### config.mk
export PLATFORM = sky130hd
export DESIGN_NAME = newton_sqrt_relative_tolerance_unit
export DESIGN_NICKNAME = d
export VERILOG_FILES = /design/src/rtl/nsrt_pkg.sv /design/src/rtl/newton_sqrt_relative_tolerance_unit.sv
export SDC_FILE = /design/constraint.sdc
export NUM_CORES = 1
export LEC_CHECK = 0
export ABC_AREA = 1
export BUFFER_PORTS_ARGS = -buffer_cell sky130_fd_sc_hd__clkbuf_2
export CORE_ASPECT_RATIO = 1.4
export CORE_MARGIN = 1
export CORE_UTILIZATION = 30
export CTS_CLUSTER_SIZE = 8
export DETAILED_ROUTE_END_ITERATION = 8
export MAX_ROUTING_LAYER = met4
export PLACE_DENSITY = 0.44
export SYNTH_ARGS = -nofsm -noshare
export SYNTH_HDL_FRONTEND = slang
export SYNTH_SLANG_ARGS = --single-unit
### constraint.sdc
create_clock -name clock -period 9.2 [get_ports clock]
set_clock_uncertainty 0.05 [all_clocks]
set_input_delay 2.76 -clock clock [delete_from_list [all_inputs] [get_ports clock]]
set_output_delay 2.76 -clock clock [all_outputs]
set_load 0.02 [all_outputs]
### src/rtl/nsrt_pkg.sv
`timescale 1ns / 1ps

package nsrt_pkg;

   localparam int ROOT_WIDTH      = 25;
   localparam int ITER_WIDTH      = 8;
   localparam int TOL_SHIFT_WIDTH = 6;
   localparam int CSR_INDEX_WIDTH = 8;
   localparam int CSR_DATA_WIDTH  = 8;

   localparam logic [ROOT_WIDTH-1:0]      ROOT_MAX          = '1;
   localparam logic [TOL_SHIFT_WIDTH-1:0] TOL_SHIFT_RESET   = 6'd30;
   localparam logic [ITER_WIDTH-1:0]      MAX_ITER_RESET    = 8'd100;

   localparam logic [CSR_INDEX_WIDTH-1:0] CSR_TOLERANCE_SHIFT = 8'd0;
   localparam logic [CSR_INDEX_WIDTH-1:0] CSR_MAX_ITERATIONS  = 8'd1;

   typedef enum logic [5:0] {
      ST_IDLE   = 6'b000001,
      ST_DIV    = 6'b000010,
      ST_MUL    = 6'b000100,
      ST_DIFF   = 6'b001000,
      ST_DECIDE = 6'b010000,
      ST_FINISH = 6'b100000
   } state_type;

endpackage

### src/rtl/newton_sqrt_relative_tolerance_unit.sv
`timescale 1ns / 1ps

// Newton-Raphson square root of an unsigned fixed-point radicand (FRAC_BITS
// fraction bits). The first guess is half the radicand; each step forms
// floor((g + floor(x * 2^FRAC_BITS / g)) / 2) and stops when
// |x * 2^FRAC_BITS - g^2| < (x * 2^FRAC_BITS) >> tolerance_shift or after
// max_iterations steps. One request is worked at a time and req_ready is low
// meanwhile. Each Newton step runs the restoring divider (one quotient bit
// a cycle), the shift-add squarer, and the tolerance check in ST_DIFF and
// ST_DECIDE. A request is loaded from idle, runs its steps, and hands its
// result to the output register, which may still hold the previous result
// while the next request runs. Radicands 0 and 1 (zero first guess), or a
// cap of zero, skip the Newton steps and return with converged low.
// Configuration writes are to take effect only while idle: the user must
// make them then, as the block itself does not enforce it.

module newton_sqrt_relative_tolerance_unit #(
   parameter int DATA_WIDTH = 32,
   parameter int FRAC_BITS  = 16
) (
   input  logic                                 clock,
   input  logic                                 reset,
   input  logic                                 req_valid,
   output logic                                 req_ready,
   input  logic [DATA_WIDTH-1:0]                req_radicand,
   output logic                                 rsp_valid,
   input  logic                                 rsp_ready,
   output logic [nsrt_pkg::ROOT_WIDTH-1:0]      rsp_root,
   output logic [nsrt_pkg::ITER_WIDTH-1:0]      rsp_iterations_used,
   output logic                                 rsp_converged,
   input  logic                                 csr_valid,
   output logic                                 csr_ready,
   input  logic [nsrt_pkg::CSR_INDEX_WIDTH-1:0] csr_index,
   input  logic [nsrt_pkg::CSR_DATA_WIDTH-1:0]  csr_wdata
);

   localparam int XW    = DATA_WIDTH + FRAC_BITS;
   localparam int AW    = 2 * DATA_WIDTH;
   localparam int CW    = (AW > XW) ? AW : XW;
   localparam int GW    = (DATA_WIDTH > nsrt_pkg::ROOT_WIDTH) ? DATA_WIDTH
                                                               : nsrt_pkg::ROOT_WIDTH;
   localparam int CNT_W = $clog2(XW + 1);
   localparam int IW    = nsrt_pkg::ITER_WIDTH;
   localparam int TW    = nsrt_pkg::TOL_SHIFT_WIDTH;

   nsrt_pkg::state_type state_ff, state_in;

   logic [TW-1:0]         tol_shift_ff, tol_shift_in;
   logic [IW-1:0]         max_iter_ff, max_iter_in;
   logic [DATA_WIDTH-1:0] x_ff, x_in;
   logic [DATA_WIDTH-1:0] g_ff, g_in;
   logic [XW-1:0]         tol_ff, tol_in;
   logic [IW-1:0]         n_ff, n_in;
   logic                  conv_ff, conv_in;
   logic [CNT_W-1:0]      cnt_ff, cnt_in;
   logic [DATA_WIDTH-1:0] rem_ff, rem_in;
   logic [XW-1:0]         dvd_ff, dvd_in;
   logic [DATA_WIDTH-1:0] mul_ff, mul_in;
   logic [AW-1:0]         acc_ff, acc_in;
   logic [CW-1:0]         diff_ff, diff_in;
   logic                  rsp_valid_ff, rsp_valid_in;
   logic [nsrt_pkg::ROOT_WIDTH-1:0] root_ff, root_in;
   logic [IW-1:0]         iter_ff, iter_in;
   logic                  rconv_ff, rconv_in;

   logic [XW-1:0]         xs_req;
   logic [XW-1:0]         xs_held;
   logic [DATA_WIDTH-1:0] g_req;
   logic [DATA_WIDTH:0]   trial;
   logic                  qbit;
   logic [XW-1:0]         q_full;
   logic [XW:0]           sum;
   logic [XW-1:0]         half;
   logic [DATA_WIDTH-1:0] g_next;
   logic [CW-1:0]         sq_ext;
   logic [CW-1:0]         xs_ext;
   logic [GW-1:0]         g_ext;
   logic                  load_rsp;

   assign csr_ready = 1'b1;
   assign req_ready = (state_ff == nsrt_pkg::ST_IDLE);
   assign rsp_valid = rsp_valid_ff;
   assign rsp_root  = root_ff;
   assign rsp_iterations_used = iter_ff;
   assign rsp_converged = rconv_ff;

   assign xs_req  = XW'(req_radicand) << FRAC_BITS;
   assign xs_held = XW'(x_ff) << FRAC_BITS;
   assign g_req   = req_radicand >> 1;

   assign trial  = {rem_ff, dvd_ff[XW-1]};
   assign qbit   = (trial >= {1'b0, g_ff});
   assign q_full = {dvd_ff[XW-2:0], qbit};
   assign sum    = (XW+1)'(g_ff) + (XW+1)'(q_full);
   assign half   = XW'(sum >> 1);
   assign g_next = (half > XW'({DATA_WIDTH{1'b1}})) ? {DATA_WIDTH{1'b1}}
                                                     : half[DATA_WIDTH-1:0];

   assign sq_ext = CW'(acc_ff);
   assign xs_ext = CW'(xs_held);
   assign g_ext  = GW'(g_ff);

   always_comb begin
      tol_shift_in = tol_shift_ff;
      max_iter_in  = max_iter_ff;
      if (csr_valid && csr_ready) begin
         case (csr_index)
            nsrt_pkg::CSR_TOLERANCE_SHIFT: tol_shift_in = csr_wdata[TW-1:0];
            nsrt_pkg::CSR_MAX_ITERATIONS:  max_iter_in  = csr_wdata[IW-1:0];
            default: ;
         endcase
      end
   end

   always_comb begin
      state_in = state_ff;
      x_in     = x_ff;
      g_in     = g_ff;
      tol_in   = tol_ff;
      n_in     = n_ff;
      conv_in  = conv_ff;
      cnt_in   = cnt_ff;
      rem_in   = rem_ff;
      dvd_in   = dvd_ff;
      mul_in   = mul_ff;
      acc_in   = acc_ff;
      diff_in  = diff_ff;
      load_rsp = 1'b0;
      case (state_ff)
         nsrt_pkg::ST_IDLE: begin
            if (req_valid) begin
               x_in    = req_radicand;
               g_in    = g_req;
               tol_in  = xs_req >> tol_shift_ff;
               n_in    = '0;
               conv_in = 1'b0;
               rem_in  = '0;
               dvd_in  = xs_req;
               cnt_in  = CNT_W'(XW - 1);
               if ((g_req == '0) || (max_iter_ff == '0)) begin
                  state_in = nsrt_pkg::ST_FINISH;
               end else begin
                  state_in = nsrt_pkg::ST_DIV;
               end
            end
         end
         nsrt_pkg::ST_DIV: begin
            rem_in = qbit ? DATA_WIDTH'(trial - {1'b0, g_ff}) : trial[DATA_WIDTH-1:0];
            dvd_in = q_full;
            cnt_in = cnt_ff - 1'b1;
            if (cnt_ff == '0) begin
               g_in     = g_next;
               n_in     = n_ff + 1'b1;
               mul_in   = g_next;
               acc_in   = '0;
               cnt_in   = CNT_W'(DATA_WIDTH - 1);
               state_in = nsrt_pkg::ST_MUL;
            end
         end
         nsrt_pkg::ST_MUL: begin
            acc_in = (acc_ff << 1) + (mul_ff[DATA_WIDTH-1] ? AW'(g_ff) : '0);
            mul_in = mul_ff << 1;
            cnt_in = cnt_ff - 1'b1;
            if (cnt_ff == '0) begin
               state_in = nsrt_pkg::ST_DIFF;
            end
         end
         nsrt_pkg::ST_DIFF: begin
            diff_in  = (sq_ext >= xs_ext) ? (sq_ext - xs_ext) : (xs_ext - sq_ext);
            state_in = nsrt_pkg::ST_DECIDE;
         end
         nsrt_pkg::ST_DECIDE: begin
            if (diff_ff < CW'(tol_ff)) begin
               conv_in  = 1'b1;
               state_in = nsrt_pkg::ST_FINISH;
            end else if ((n_ff == max_iter_ff) || (g_ff == '0)) begin
               state_in = nsrt_pkg::ST_FINISH;
            end else begin
               rem_in   = '0;
               dvd_in   = xs_held;
               cnt_in   = CNT_W'(XW - 1);
               state_in = nsrt_pkg::ST_DIV;
            end
         end
         nsrt_pkg::ST_FINISH: begin
            if (!rsp_valid_ff || rsp_ready) begin
               load_rsp = 1'b1;
               state_in = nsrt_pkg::ST_IDLE;
            end
         end
         default: begin
            state_in = nsrt_pkg::ST_IDLE;
         end
      endcase
   end

   always_comb begin
      rsp_valid_in = load_rsp || (rsp_valid_ff && !rsp_ready);
      root_in      = root_ff;
      iter_in      = iter_ff;
      rconv_in     = rconv_ff;
      if (load_rsp) begin
         root_in  = (g_ext > GW'(nsrt_pkg::ROOT_MAX)) ? nsrt_pkg::ROOT_MAX
                                                     : g_ext[nsrt_pkg::ROOT_WIDTH-1:0];
         iter_in  = n_ff;
         rconv_in = conv_ff;
      end
   end

   always_ff @(posedge clock) begin
      if (reset) begin
         state_ff     <= nsrt_pkg::ST_IDLE;
         rsp_valid_ff <= 1'b0;
         tol_shift_ff <= nsrt_pkg::TOL_SHIFT_RESET;
         max_iter_ff  <= nsrt_pkg::MAX_ITER_RESET;
      end else begin
         state_ff     <= state_in;
         rsp_valid_ff <= rsp_valid_in;
         tol_shift_ff <= tol_shift_in;
         max_iter_ff  <= max_iter_in;
      end
   end

   always_ff @(posedge clock) begin
      x_ff     <= x_in;
      g_ff     <= g_in;
      tol_ff   <= tol_in;
      n_ff     <= n_in;
      conv_ff  <= conv_in;
      cnt_ff   <= cnt_in;
      rem_ff   <= rem_in;
      dvd_ff   <= dvd_in;
      mul_ff   <= mul_in;
      acc_ff   <= acc_in;
      diff_ff  <= diff_in;
      root_ff  <= root_in;
      iter_ff  <= iter_in;
      rconv_ff <= rconv_in;
   end

endmodule

==> results.json <==
{
  "critPathCaptureType": "flip-flop",
  "antenna_found_initial": 2,
  "switching_power_mw": 2.98,
  "die_w_um": 278,
  "cts_setup_buffers": 0,
  "ios": 90,
  "ir_worst_vdd_mv": 0.148,
  "dp_hpwl_mm": 111,
  "dieArea_mm2": 0.108,
  "ys_ff_latch": 422,
  "synth_edf_count": 401,
  "yosysWarnings": 0,
  "drt-total-wl_mm": 137,
  "drv_cap": 0,
  "die_h_um": 389,
  "reg2reg_slack_ns": 3.47,
  "clk_pin_slew_worst_paths_ns": 0.05,
  "postSynthAreaPerCell_um2": 7.62,
  "synth_area_mm2": 0.0320,
  "p_leak_nw": 15.3,
  "syn-num-nets": 4470,
  "max_stage_delay_ns": 0.49,
  "power_density_mw_per_mm2": 204,
  "ctsResizeCount": 0,
  "grt_max_degree": 75,
  "path_max_fanout": 68,
  "final_cell_mix": "979 x nand2_1, 647 x inv_1, 409 x nor2_1, 401 x edfxtp_1, 381 x a21oi_1",
  "drive_above_1_share_pct": 6.32,
  "layoutNonFillerInstCount": 5678,
  "holdBufCountCts": 0,
  "clock-sinks": 422,
  "ys_seq_area_share_pct": 38.9,
  "grt-ovfl-total": 0,
  "endpoint": "g_ext[0]",
  "ys.flop_type": "edfxtp_1",
  "swShare_pct": 40.9,
  "wl_per_cell_um": 24.1,
  "reg2reg_from": "g_ext[28]",
  "combPwrFrac_pct": 36.0,
  "rows": 141,
  "reg2regPathDepth": 32,
  "fin_crit_ns": 5.73,
  "cpMostUsedCell": "nand2_1",
  "start_util_pct": 30.3,
  "reg2reg_to": "g_ext[0]",
  "critPathKind": "flip-flop to flip-flop",
  "setup_tns_ns": 0,
  "postSynthCellCount": 4206,
  "clk_latency_ns": 0.69,
  "grt_pass1_wl_mm": 198,
  "clockBufferDepth": 3,
  "status": "finished, final reports clean",
  "final_common_cell": "nand2_1",
  "gp_congestion": 1.00,
  "drc_errors": 0,
  "vias_per_cell": 5.18,
  "coreArea_mm2": 0.106,
  "clockRootBuffer": "clkbuf_16",
  "worstPathRequired_ns": 9.55,
  "critPathLaunch": "g_ext[28]",
  "power_frac_clock_pct": 28.6,
  "tightest_slew_ns": 1.16,
  "drt_pre_antenna_iters": 6,
  "drv_slew": 0,
  "final-hold-violation-count": 0,
  "cts_buffers": 59,
  "p_int_mw": 4.30,
  "synthArstFlopShare_pct": 0,
  "cp-start-kind": "flip-flop",
  "htree_levels": 2,
  "ant_nets": 0,
  "setup_viol": 0,
  "hold_path_class": "flip-flop to flip-flop",
  "cts_tree": "yes",
  "num_vias": 29400,
  "synthToLayoutAreaGrowth_pct": 11.4,
  "finalCritPeriodShare_pct": 62.3,
  "crit_arrival_ns": 6.07,
  "relSlewSlack_pct": 21.6,
  "grt_use_total_pct": 25.7,
  "grt_pass1_vias": 29900,
  "pwr-share-seq_pct": 35.4,
  "dp_cells": 5583,
  "fmax_mhz": 175,
  "rsz0062_at_grt": "false",
  "ys_types": 63,
  "portBuffers": 88,
  "fin_nets": 4550,
  "first_iter_violations": 1952,
  "slowest_stage": "edfxtp_1"
}
## worst max-delay path, delay by kind of cell, from the launching register on
family | cells | cell delay (ns)
compound gates | 2 | 0.45
fa+ha+maj | 2 | 0.84
buf+inv | 3 | 0.78
flops | 1 | 0.49
simple gates | 25 | 2.77
## sequential cells by signal, indices dropped and copies added, names as in the netlist
name and flops:
acc_ff 64, cnt_ff 6, conv_ff 1, diff_ff 64
dvd_ff 48, g_ext 32, max_iter_ff 8, mul_ff 32
n_ff 8, rem_ff 32, rsp_converged 1, rsp_iterations_used 8
rsp_root 25, rsp_valid 1, state_ff 6, tol_ff 48
tol_shift_ff 6, x_ff 32
## power by group through the flow
stage,sequential (mW),clock (mW),combinational (mW)
after floorplan,2.53,0,1.67
after detailed placement,2.62,0,2.60
after global placement,2.61,0,2.64
after global routing,2.60,2.19,2.85
final,2.58,2.08,2.62
after CTS,2.58,2.13,2.62
## layout make-up
| class | instances | area [um2] |
|---|---|---|
| Clock buffer | 89 | 1590 |
| Inverter | 665 | 2500 |
| Fill cell | 11400 | 70000 |
| Clock inverter | 5 | 98.8 |
| Tap cell | 1358 | 1700 |
| Multi-Input combinational cell | 3022 | 16700 |
| Timing Repair Buffer | 116 | 651 |
| Sequential cell | 422 | 12500 |
| Antenna cell | 1 | 2.50 |
## how the worst min path moves through the flow
stage / start / slack [ns] / cells past startpoint / to
floorplan: conv_ff / 0.35 / 0 / rsp_converged
global placement: conv_ff / 0.36 / 0 / rsp_converged
detailed placement: conv_ff / 0.36 / 0 / rsp_converged
CTS: conv_ff / 0.38 / 0 / rsp_converged
global route: conv_ff / 0.40 / 0 / rsp_converged
finish: conv_ff / 0.37 / 0 / rsp_converged
## per-stage QoR
stage	util, %	setup slack (ns)	power [mW]	cell area, um2	hold WS, ns
after floorplan	-	0.595	4.20	32000	0.350
after global placement	32.2	3.58	5.25	34000	0.362
after detailed placement	32.2	3.48	5.22	34000	0.364
after CTS	33.8	3.45	7.33	35700	0.376
after global routing	33.8	2.97	7.63	35700	0.395
final	33.8	3.47	7.28	35700	0.375
## cells by family after synthesis
| family | after synthesis | share of synthesized area (%) |
|---|---|---|
| AOI/OAI and AO/OA | 898 | 15.7 |
| other | 1 | 0.0117 |
| DFF | 422 | 38.9 |
| xor gates and xnor gates | 142 | 3.88 |
| muxes | 31 | 0.968 |
| and+or+nand+nor | 1739 | 23.1 |
| buffers and inverters | 762 | 9.15 |
| adders and majority gates | 211 | 8.33 |
## cell usage after synthesis, types with 48 or more instances
library cell	count	area (um2)
nand4_1	48	300
o21ai_0	310	1550
nand3_1	107	536
a21oi_1	382	1910
nand2_1	981	3680
clkbuf_1	63	236
nor3_1	60	300
nor2_1	411	1540
xnor2_1	52	455
edfxtp_1	401	12000
ha_1	207	2590
inv_1	649	2440
xor2_1	90	788
## routing by layer
| metal | share of wire, % | vias up | global-route usage (%) | routed length (um) |
|---|---|---|---|---|
| met2 | 51 | 772 | 45.6 | 69600 |
| met5 | 0 | - | - | 0 |
| li1 | - | 14300 | - | - |
| met3 | 3.2 | 269 | 2.06 | 4310 |
| met1 | 40 | 14100 | 28.6 | 54600 |
| met4 | 6.0 | 0 | 13.3 | 8170 |
Power figures use the tool's default switching activity.
